===== config.mk =====
export PLATFORM = sky130hd
export DESIGN_NAME = lru_key_value_cache_top
export DESIGN_NICKNAME = d
export VERILOG_FILES = /design/src/rtl/lkv_pkg.sv /design/src/rtl/lkv_value_ram.sv /design/src/rtl/lkv_tags.sv /design/src/rtl/lru_key_value_cache_top.sv
export SDC_FILE = /design/constraint.sdc
export NUM_CORES = 2
export LEC_CHECK = 0
export ABC_AREA = 1
export BUFFER_PORTS_ARGS = -buffer_cell sky130_fd_sc_hd__buf_2
export CAP_MARGIN = 20
export CORE_MARGIN = 10
export CORE_UTILIZATION = 35
export CTS_BUF_LIST = sky130_fd_sc_hd__clkbuf_4 sky130_fd_sc_hd__clkbuf_8 sky130_fd_sc_hd__clkbuf_16
export CTS_CLUSTER_SIZE = 12
export DETAILED_ROUTE_END_ITERATION = 16
export MAX_ROUTING_LAYER = met4
export RECOVER_POWER = 50
export SYNTH_ARGS = -nofsm -noshare
export SYNTH_HDL_FRONTEND = slang
export SYNTH_HIERARCHICAL = 1
export SYNTH_SLANG_ARGS = --single-unit

===== constraint.sdc =====
create_clock -name clk -period 9.5 [get_ports clk]
set_input_delay 0.95 -clock clk [delete_from_list [all_inputs] [get_ports clk]]
set_output_delay 0.95 -clock clk [all_outputs]
set_load 0.02 [all_outputs]

===== src/rtl/lkv_pkg.sv =====
// lkv_pkg: shared types and constants for the lru key-value cache
// no dependencies; imported by every rtl module of the block
package lkv_pkg;

	localparam int DEFAULT_ENTRIES = 16;
	localparam int KEY_W = 32;
	localparam int VAL_W = 31;
	localparam int CAP_W = 5;

	localparam logic [CAP_W-1:0] CAP_RESET = 5'd16;

	typedef enum logic {
		OP_GET = 1'b0,
		OP_PUT = 1'b1
	} lkv_op_t;

	// lookup outcome handed from the tag array to the top level
	typedef struct packed {
		logic             found;
		logic             get_hit;
		logic             value_wr;
		logic             evicted;
		logic [KEY_W-1:0] evicted_key;
	} lkv_lookup_t;

endpackage


===== src/rtl/lkv_value_ram.sv =====
// lkv_value_ram: value storage, one write port and one registered read port
// depends on lkv_pkg for the value width
module lkv_value_ram
	import lkv_pkg::*;
#(
	parameter int ENTRIES = DEFAULT_ENTRIES,
	localparam int IDX_W = (ENTRIES > 1) ? $clog2(ENTRIES) : 1
) (
	input  logic             clk,
	input  logic             wr_en,
	input  logic [IDX_W-1:0] wr_idx,
	input  logic [VAL_W-1:0] wr_data,
	input  logic             rd_en,
	input  logic [IDX_W-1:0] rd_idx,
	output logic [VAL_W-1:0] rd_data
);

	logic [VAL_W-1:0] mem [ENTRIES];
	logic [VAL_W-1:0] rd_data_q;

	always_ff @(posedge clk) begin
		if (wr_en) begin
			mem[wr_idx] <= wr_data;
		end
	end

	always_ff @(posedge clk) begin
		if (rd_en) begin
			rd_data_q <= mem[rd_idx];
		end
	end

	assign rd_data = rd_data_q;

endmodule


===== src/rtl/lkv_tags.sv =====
// lkv_tags: key match array with valid bits, recency ranks and entry count
// depends on lkv_pkg for widths, op codes and the lookup struct
module lkv_tags
	import lkv_pkg::*;
#(
	parameter int ENTRIES = DEFAULT_ENTRIES,
	localparam int IDX_W = (ENTRIES > 1) ? $clog2(ENTRIES) : 1
) (
	input  logic             clk,
	input  logic             arst_n,
	input  logic             go,
	input  lkv_op_t          op_s1,
	input  logic [KEY_W-1:0] key_s1,
	input  logic [CAP_W-1:0] cap,
	output lkv_lookup_t      lookup,
	output logic [IDX_W-1:0] hit_idx,
	output logic [IDX_W-1:0] wr_idx
);

	localparam int CNT_W = $clog2(ENTRIES + 1);
	localparam int CMP_W = (CNT_W > CAP_W) ? CNT_W : CAP_W;

	logic [ENTRIES-1:0] valid_q;
	logic [KEY_W-1:0]   key_q [ENTRIES];
	logic [IDX_W-1:0]   rank_q [ENTRIES];
	logic [CNT_W-1:0]   count_q;

	logic [ENTRIES-1:0] hit_vec;
	logic [ENTRIES-1:0] lru_vec;
	logic               hit;
	logic [IDX_W-1:0]   hit_rank;
	logic [IDX_W-1:0]   lru_idx;
	logic [IDX_W-1:0]   free_idx;
	logic [IDX_W-1:0]   slot_idx;
	logic [IDX_W-1:0]   lru_rank;
	logic [CMP_W-1:0]   cap_ext;
	logic [CMP_W-1:0]   eff_cap;
	logic               full;
	logic               ins;
	logic               evict;

	assign cap_ext = CMP_W'(cap);
	assign eff_cap = (cap == '0) ? CMP_W'(1) :
		((cap_ext > CMP_W'(ENTRIES)) ? CMP_W'(ENTRIES) : cap_ext);
	assign full = CMP_W'(count_q) >= eff_cap;
	// ranks of valid entries are a permutation of 0..count-1
	assign lru_rank = IDX_W'(count_q - CNT_W'(1));

	always_comb begin
		hit_idx  = '0;
		hit_rank = '0;
		lru_idx  = '0;
		free_idx = '0;
		for (int i = 0; i < ENTRIES; i++) begin
			hit_vec[i] = valid_q[i] && (key_q[i] == key_s1);
			lru_vec[i] = valid_q[i] && (rank_q[i] == lru_rank);
		end
		for (int i = ENTRIES - 1; i >= 0; i--) begin
			if (hit_vec[i]) begin
				hit_idx  = IDX_W'(i);
				hit_rank = rank_q[i];
			end
			if (lru_vec[i]) begin
				lru_idx = IDX_W'(i);
			end
			if (!valid_q[i]) begin
				free_idx = IDX_W'(i);
			end
		end
	end

	assign hit      = |hit_vec;
	assign ins      = (op_s1 == OP_PUT) && !hit;
	assign evict    = ins && full;
	assign slot_idx = evict ? lru_idx : free_idx;
	assign wr_idx   = hit ? hit_idx : slot_idx;

	assign lookup.found       = hit;
	assign lookup.get_hit     = hit && (op_s1 == OP_GET);
	assign lookup.value_wr    = (op_s1 == OP_PUT);
	assign lookup.evicted     = evict;
	assign lookup.evicted_key = evict ? key_q[lru_idx] : '0;

	always_ff @(posedge clk or negedge arst_n) begin
		if (!arst_n) begin
			valid_q <= '0;
			count_q <= '0;
			for (int i = 0; i < ENTRIES; i++) begin
				rank_q[i] <= '0;
			end
		end else if (go) begin
			if (hit) begin
				for (int i = 0; i < ENTRIES; i++) begin
					if (IDX_W'(i) == hit_idx) begin
						rank_q[i] <= '0;
					end else if (valid_q[i] && (rank_q[i] < hit_rank)) begin
						rank_q[i] <= rank_q[i] + IDX_W'(1);
					end
				end
			end else if (ins) begin
				for (int i = 0; i < ENTRIES; i++) begin
					if (IDX_W'(i) == slot_idx) begin
						rank_q[i] <= '0;
					end else if (valid_q[i]) begin
						rank_q[i] <= rank_q[i] + IDX_W'(1);
					end
				end
				valid_q[slot_idx] <= 1'b1;
				if (!evict) begin
					count_q <= count_q + CNT_W'(1);
				end
			end
		end
	end

	always_ff @(posedge clk) begin
		if (go && ins) begin
			key_q[slot_idx] <= key_s1;
		end
	end

endmodule


===== src/rtl/lru_key_value_cache_top.sv =====
// lru_key_value_cache_top: fully associative key-value cache, lru replacement
// depends on lkv_pkg, lkv_tags and lkv_value_ram
//
//   channel  direction  handshake             payload
//   in       in         in_valid / in_stall   op, key, value
//   out      out        out_valid / out_stall found, read_value, evicted, evicted_key
//   cfg      in         cfg_valid / cfg_ready cache_capacity
//
// one item per cycle unless the output stalls; an item goes from the input register to the result register
// the lookup, rank update and eviction choice sit between the input register
// and the result register, state is updated at the same edge the result loads
// reset clears valid bits, ranks, count and capacity (16); no clearing pass
// a stalled result holds the input register, which then stalls the input side
module lru_key_value_cache_top
	import lkv_pkg::*;
#(
	parameter int ENTRIES = DEFAULT_ENTRIES
) (
	input  logic             clk,
	input  logic             arst_n,
	input  logic             in_valid,
	output logic             in_stall,
	input  logic             op,
	input  logic [KEY_W-1:0] key,
	input  logic [VAL_W-1:0] value,
	output logic             out_valid,
	input  logic             out_stall,
	output logic             found,
	output logic [VAL_W-1:0] read_value,
	output logic             evicted,
	output logic [KEY_W-1:0] evicted_key,
	input  logic             cfg_valid,
	output logic             cfg_ready,
	input  logic [CAP_W-1:0] cache_capacity
);

	localparam int IDX_W = (ENTRIES > 1) ? $clog2(ENTRIES) : 1;

	logic             valid_s1;
	lkv_op_t          op_s1;
	logic [KEY_W-1:0] key_s1;
	logic [VAL_W-1:0] value_s1;

	logic             out_valid_q;
	logic             found_q;
	logic             get_hit_q;
	logic             evicted_q;
	logic [KEY_W-1:0] evicted_key_q;
	logic [CAP_W-1:0] cap_q;

	logic             out_free;
	logic             adv;
	lkv_lookup_t      lookup;
	logic [IDX_W-1:0] hit_idx;
	logic [IDX_W-1:0] wr_idx;
	logic [VAL_W-1:0] rd_data;

	assign out_free  = !out_valid_q || !out_stall;
	assign adv       = valid_s1 && out_free;
	assign in_stall  = valid_s1 && !out_free;
	assign cfg_ready = 1'b1;

	always_ff @(posedge clk or negedge arst_n) begin
		if (!arst_n) begin
			cap_q <= CAP_RESET;
		end else if (cfg_valid && cfg_ready) begin
			cap_q <= cache_capacity;
		end
	end

	always_ff @(posedge clk or negedge arst_n) begin
		if (!arst_n) begin
			valid_s1 <= 1'b0;
		end else if (!in_stall) begin
			valid_s1 <= in_valid;
		end
	end

	always_ff @(posedge clk) begin
		if (in_valid && !in_stall) begin
			op_s1    <= lkv_op_t'(op);
			key_s1   <= key;
			value_s1 <= value;
		end
	end

	lkv_tags #(
		.ENTRIES(ENTRIES)
	) u_tags (
		.clk     (clk),
		.arst_n  (arst_n),
		.go      (adv),
		.op_s1   (op_s1),
		.key_s1  (key_s1),
		.cap     (cap_q),
		.lookup  (lookup),
		.hit_idx (hit_idx),
		.wr_idx  (wr_idx)
	);

	lkv_value_ram #(
		.ENTRIES(ENTRIES)
	) u_value_ram (
		.clk     (clk),
		.wr_en   (adv && lookup.value_wr),
		.wr_idx  (wr_idx),
		.wr_data (value_s1),
		.rd_en   (adv),
		.rd_idx  (hit_idx),
		.rd_data (rd_data)
	);

	always_ff @(posedge clk or negedge arst_n) begin
		if (!arst_n) begin
			out_valid_q <= 1'b0;
		end else if (out_free) begin
			out_valid_q <= adv;
		end
	end

	always_ff @(posedge clk) begin
		if (adv) begin
			found_q       <= lookup.found;
			get_hit_q     <= lookup.get_hit;
			evicted_q     <= lookup.evicted;
			evicted_key_q <= lookup.evicted_key;
		end
	end

	assign out_valid   = out_valid_q;
	assign found       = found_q;
	assign read_value  = get_hit_q ? rd_data : '0;
	assign evicted     = evicted_q;
	assign evicted_key = evicted_key_q;

	// an eviction only follows a put miss
	a_evict_not_found: assert property (@(posedge clk) disable iff (!arst_n)
		(out_valid && evicted) |-> !found)
		else $error("eviction reported together with a hit");

	// a returned value only comes from a hit
	a_value_needs_hit: assert property (@(posedge clk) disable iff (!arst_n)
		(out_valid && get_hit_q) |-> found)
		else $error("value returned without a hit");

	// evicted key is zero unless an entry was evicted
	a_evict_key_zero: assert property (@(posedge clk) disable iff (!arst_n)
		(out_valid && !evicted) |-> (evicted_key == '0))
		else $error("evicted key set without eviction");

	// a held result keeps the staged item in place
	a_stall_holds_s1: assert property (@(posedge clk) disable iff (!arst_n)
		in_stall |=> (valid_s1 && $stable(key_s1)))
		else $error("staged item lost under stall");

endmodule


======== Word level (Yosys, flattened, before mapping) ========
Memory sizes are Yosys's and may differ from the RTL's. A register that Yosys moved wholly into a read port is not among the register bits.
Index checks and enable logic that the tools add are counted.
W data, S select, Z words.
cells by class
  add/subtract/negate cells ............... 18
  magnitude comparators ................... 20
  equality and inequality tests ........... 78
  mux-type cells .......................... 141
  bitwise operators ....................... 4
  reduce and logical (&&, ||, !) cells .... 103
operator list
  cell                   number
  $mux W4                130
  $eq A32 B32 Y1         16
  $mux W64               2
  $reduce_and A4 Y1      17
  $add A4 B1 Y4 const B  16
  $eq A4 B4 Y1           16
  $eq A4 B4 Y1 const A   16
  $lt A4 B4 Y1           16
  $logic_and A1 B1 Y1    57
  $ne A3 B3 Y1 const B   16
  $reduce_bool A3 Y1     16
  $eq A3 B4 Y1 const A   8
  $mux W31               1
  $eq A2 B4 Y1 const A   4
  $or A16 B16 Y16        1
  $reduce_or A16 Y1      1
  $mux W5                2
  $eq A1 B4 Y1 const A   2
  $logic_not A4 Y1       2
  $logic_not A1 Y1       6
  $add A5 B1 Y5 const B  1
  $ge A5 B5 Y1           1
  $gt A5 B5 Y1 const B   1
  $logic_not A5 Y1       1
  9 further kinds        15
storage, ports and cells
  register bits ........................... 159
  memory bits (writable) .................. 1,008
  bits of input ports ..................... 74
  memories ................................ 2
memories
  name             depth  width  read ports  clocked after memory_dff  write ports  line                 source
  u_tags.key_q     16     32     17          1                         1            lkv_tags.sv:24       logic [KEY_W-1:0] key_q [ENTRIES];
  u_value_ram.mem  16     31     1           1                         1            lkv_value_ram.sv:18  logic [VAL_W-1:0] mem [ENTRIES];

======== Logic depth before layout (Yosys ltp) ========
  word-level depth ........................ 25
  gate-level depth with buffers ........... 36
  mapped depth without buffers ............ 33

======== By module ========
Netlist, hierarchy kept.
modules (own cells, without submodules)
  module                   instances  cells an instance  area an instance (um^2)
  lkv_tags                 1          4,182              35,751.8
  lkv_value_ram            1          2,054              22,336.4
  lru_key_value_cache_top  1          201                3,540.9

======== Worst setup path before layout ========
OpenSTA, ideal clock, no wires.
  path kind ............................... register to register
  start point ............................. reg u_tags.count_q[0]
  end point ............................... mem u_value_ram.mem[12][0], enable pin
  arrival ................................. 4.556 ns
  data required time ...................... 9.081 ns
  setup slack ............................. 4.525 ns
  stages on the path, launching flop included .. 19
  path buffers ............................ 4
  clock period less this slack ............ 4.975 ns
  cell sequence ........................... dfrtp_1 > inv_2 > clkbuf_1 > ha_1 > clkbuf_1 > clkbuf_1 > a221oi_1 > nand4_1 > nand2_1 > nor2_1 > o21ai_0 > and2_1 > buf_6 > nand4_2 > nand2_4 > inv_2 > o21ai_0 > nand3_1 > nor2_1
on the way
  word-level cells in the longest chain between the ends .. 21
  elaborated cells between the ends (all ways) .. 53
RTL lines
  what                    line                           source
  from (decl)             lkv_tags.sv:26                 logic [CNT_W-1:0] count_q;
  from (signal assigned)  lkv_tags.sv:110                count_q <= count_q + CNT_W'(1);
  $sub A4 B1 Y4 (*)       lkv_tags.sv:47                 assign lru_rank = IDX_W'(count_q - CNT_W'(1));
  via u_tags.lru_rank[0]  lkv_tags.sv:35                 logic [IDX_W-1:0] lru_rank;
  $eq A4 B4 Y1            lkv_tags.sv:56                 lru_vec[i] = valid_q[i] && (rank_q[i] == lru_rank);
  $logic_and A1 B1 Y1     lkv_tags.sv:56
  $mux W4 (15 in series)  lkv_tags.sv:63                 if (lru_vec[i]) begin
  $mux W4 (*)             lkv_tags.sv:63
  $mux W4 (*)             lkv_tags.sv:75                 assign slot_idx = evict ? lru_idx : free_idx;
  $mux W4 (*)             lkv_tags.sv:76                 assign wr_idx = hit ? hit_idx : slot_idx;
  via wr_idx[2]           lru_key_value_cache_top.sv:55  logic [IDX_W-1:0] wr_idx;
  to (decl)               lkv_value_ram.sv:18
Mark *: on every way through the listed nets, which the timed path passes. The rest lies on a longest branch.

======== Worst setup path in the final report ========
  start point ............................. reg key_s1[3]
  end point ............................... mem u_value_ram.mem[7][14], enable pin
on the way
  word-level cells in the longest chain between the ends .. 19
  elaborated cells between the ends (all ways) .. 54
RTL lines
  what                    line                           source
  from (decl)             lru_key_value_cache_top.sv:41  logic [KEY_W-1:0] key_s1;
  from (signal assigned)  lru_key_value_cache_top.sv:82  key_s1 <= key;
  $eq A32 B32 Y1          lkv_tags.sv:55                 hit_vec[i] = valid_q[i] && (key_q[i] == key_s1);
  $logic_and A1 B1 Y1     lkv_tags.sv:55
  $mux W4 (16 in series)  lkv_tags.sv:59                 if (hit_vec[i]) begin
  $mux W4 (*)             lkv_tags.sv:76
  via wr_idx[1]           lru_key_value_cache_top.sv:55
Marks and branches as above.

==> impl_metrics.env <==
export IMPL_status="finished with violations"
export IMPL_violations="capacitance limit, slew limit"
export IMPL_chipWidth_um=440
export IMPL_yosysSeqAreaShare_pct=59.2
export IMPL_syn_area_um2=61600
export IMPL_synthTopCellsByArea="edfxtp_1, nand2_1, inv_1, nand3_1, dfrtp_1"
export IMPL_critical_path_class="reg2reg"
export IMPL_period_needed_ps=8620
export IMPL_start_util_pct=35.3
export IMPL_syn2layout_area_growth_pct=12.4
export IMPL_post_cts_setup_buffers=0
export IMPL_mostFrequentLayoutCells="nand2_1, edfxtp_1, inv_1"
export IMPL_synth_area_per_cell_um2=9.57
export IMPL_cp_required_ps=9980
export IMPL_drtAntennaViolNets=0
export IMPL_max_slew_margin_pct=-157
export IMPL_cp_cell_sequence="clkbuf_1, inv_2, o21ai_0, nor2_1, nand2_1, nor2_1, nand3_1, nor2_1, nor2_2, inv_2, nor2_1, nand2_2, nor2_8, nand3_4, nor2_1, nor2_2, o21ai_0, nand2_1, nor2_4, buf_4"
export IMPL_endpoint_kind="register"
export IMPL_antenna_found_initial=10
export IMPL_die_y_um=440
export IMPL_leakagePower_nw=28.3
export IMPL_boundaryPins=142
export IMPL_critPathLaunch="key_s1[3]"
export IMPL_drt_wl_total_um=231000
export IMPL_fin_cells=8956
export IMPL_clk_latency_ps=820
export IMPL_cts_root_buf="clkbuf_16"
export IMPL_worst_hold_path_type="in2reg"
export IMPL_finalPower_mw=28.1
export IMPL_tightest_slew_ps=3850
export IMPL_slew_violations=746
export IMPL_max_vdd_ir_drop_mv=1.26
export IMPL_port_buffer_count=140
export IMPL_cap_violations=24
export IMPL_path_delay_family="simple AND/OR/NAND/NOR gates"
export IMPL_fin_worst_skew_ps=52.5
export IMPL_syn_inst=6437
export IMPL_finalSetupViolCount=0
export IMPL_yosys_register_bits=1230
export IMPL_cts_buffers=142
export IMPL_post_route_period_util_pct=90.8
export IMPL_vias=49224
export IMPL_grt_max_degree=167
export IMPL_fin_tns_setup_ps=0
export IMPL_final_common_cell="nand2_1"
export IMPL_slowest_delay_ps=1880
export IMPL_path_clk_slew_ps=60
export IMPL_routedWlPerCell_um=25.7
export IMPL_powerDensity_nw_per_um2=406
export IMPL_ctsLongestPathBuffers=3
export IMPL_postSynthNetCount=6582
export IMPL_holdBufCountCts=0
export IMPL_yosys_most_used_dff="edfxtp_1"
export IMPL_track_usage_pct=23.6
export IMPL_numClockSinks=1230
export IMPL_r2r_start="key_s1[3]"
export IMPL_path_max_fanout=34
export IMPL_routed_via_density=5.50
export IMPL_cp_buffers_inverters=4
export IMPL_synth_cell_types=70
export IMPL_cts_resized=0
export IMPL_rsz0062_at_grt="false"
export IMPL_finalHoldViolations=0
export IMPL_gr_total_overflow=0
export IMPL_drive_above_1_share_pct=8.65
export IMPL_worstHoldStart="key[22]"
export IMPL_stdcell_area_um2=69300
export IMPL_ys_warn_count=6
export IMPL_hpwl_um=152000
export IMPL_die_area_um2=193000
export IMPL_num_rows=153
export IMPL_dp_cells=8694
export IMPL_grt_pass1_wl_um=327000
export IMPL_arrival_ps=9100
export IMPL_synth_top_area_share_pct=55.4
export IMPL_fillers=17081
export IMPL_fmax_ghz=0.116
export IMPL_placed_area_um2=64700
export IMPL_crit_top_cell="nor2_1"
export IMPL_cts_tree="built"
export IMPL_place_congestion=1.03
export IMPL_first_global_vias=45302
export IMPL_crit_slowest_cell="clkbuf_1"
export IMPL_drt_initial_drc_count=7014
export IMPL_synth_edff_count=1138
export IMPL_async_flop_share_pct=7.48
export IMPL_final_nets=6660
export IMPL_cp_start_kind="register"
export IMPL_synth_top_cell_by_area="edfxtp_1"
export IMPL_core_um2=174000
export IMPL_htreeDepth=4
export IMPL_drc=0
export IMPL_drtPass1Iterations=7
[Yosys cell counts (7+ instances only)]
library cell  number
o2111ai_1          8
nand3_1          565
dfrtp_1           91
o221ai_1          11
o22ai_1          135
o31ai_1            9
xnor2_1           73
a22o_1            10
nand2_2           16
o21ai_0          282
nand3_2            8
nand4_2            8
xor2_1            94
nand4_1           69
a21oi_1          214
o21a_1             8
or2_1              8
nor2_2            15
inv_1            831
clkbuf_1          51
inv_2             62
nor2_1           294
a221oi_1          38
ha_1              71
buf_2            160
nand2_1         1755
a22oi_1           11
buf_6             36
o21ai_1           62
a211oi_1          46
buf_1             24
buf_4             40
edfxtp_1        1138
nor3_1            38
or2_2              7
a32o_1            31
nor4_1            32
o211ai_1          30
[where the power goes]
part | switching [mW] | total, mW | leakage (nW) | internal [mW]
clock | 2.37 | 5.57 | 2.34 | 3.19
combinational | 11.4 | 15.4 | 14.6 | 3.99
sequential | 0.501 | 7.16 | 11.4 | 6.66
[worst register-to-register path: cells and delay by family, from the launching register on]
family          cells  cell delay, ps
simple gates       14            3780
buf+inv             4            3200
compound gates      2            1000
flops               1             320
[routing by layer]
| metal | share of wire (%) | routed length (µm) | GRT usage [%] | vias to the layer above |
|---|---|---|---|---|
| li1 | - | - | - | 21928 |
| met1 | 41 | 93800 | 31.7 | 23816 |
| met2 | 43 | 100000 | 34.6 | 3042 |
| met3 | 12 | 27000 | 5.86 | 438 |
| met4 | 4.3 | 9830 | 8.62 | 0 |
| met5 | 0 | 0 | - | - |
[final timing paths]
check	slack (ps)	cells past startpoint	endpoint
max	880	20	u_value_ram/mem[7][14]
min	300	1	key_s1[22]
max reg2reg	880	20	u_value_ram/mem[7][14]
min reg2reg	490	1	u_tags/count_q[4]
max in group asynchronous	4620	2	u_tags/rank_q[52]
min in group asynchronous	960	1	u_tags/rank_q[8]
[registers in the layout, indices dropped and copies added, names as in the netlist, 16 cells and up]
signal / flops
evicted_key: 32
key_s1: 32
u_tags/key_q: 512
u_tags/rank_q: 64
u_tags/valid_q: 16
u_value_ram/mem: 496
u_value_ram/rd_data: 31
value_s1: 31
[area by class of cell]
type | count | area (µm²) | share of cell area [%]
diodes | 9 | 22.5 | 0.0325
clock buffers | 183 | 3920 | 5.65
clock inverters | 68 | 816 | 1.18
inverters | 897 | 3390 | 4.90
multi-input cells | 3998 | 20300 | 29.2
flip-flops and latches | 1230 | 36500 | 52.7
well taps | 2325 | 2910 | 4.20
repair buffers | 246 | 1470 | 2.12
[cells by family (layout without fill, tap and decap cells)]
kind of cell,after synthesis,in the layout,share of synthesized area [%]
adder cells (fa/ha/maj),71,71,1.44
other,1,10,0.00608
XOR/XNOR,168,168,2.42
buffers and inverters,1209,1394,8.41
AND/OR/NAND/NOR,2845,2845,19.6
flip-flops,1230,1230,59.2
AO/OA/AOI/OAI,913,913,8.91
[metrics by stage]
| stage | hold slack (ps) | util (%) | setup slack (ps) |
|---|---|---|---|
| floorplan | 449 | - | 4520 |
| global placement | 473 | 37.0 | 2050 |
| detailed placement | 487 | 37.1 | 2060 |
| CTS | 130 | 39.8 | 2000 |
| global route | 271 | 39.7 | 806 |
| finish | 303 | 39.7 | 878 |
(Power assumes the default switching activity.)
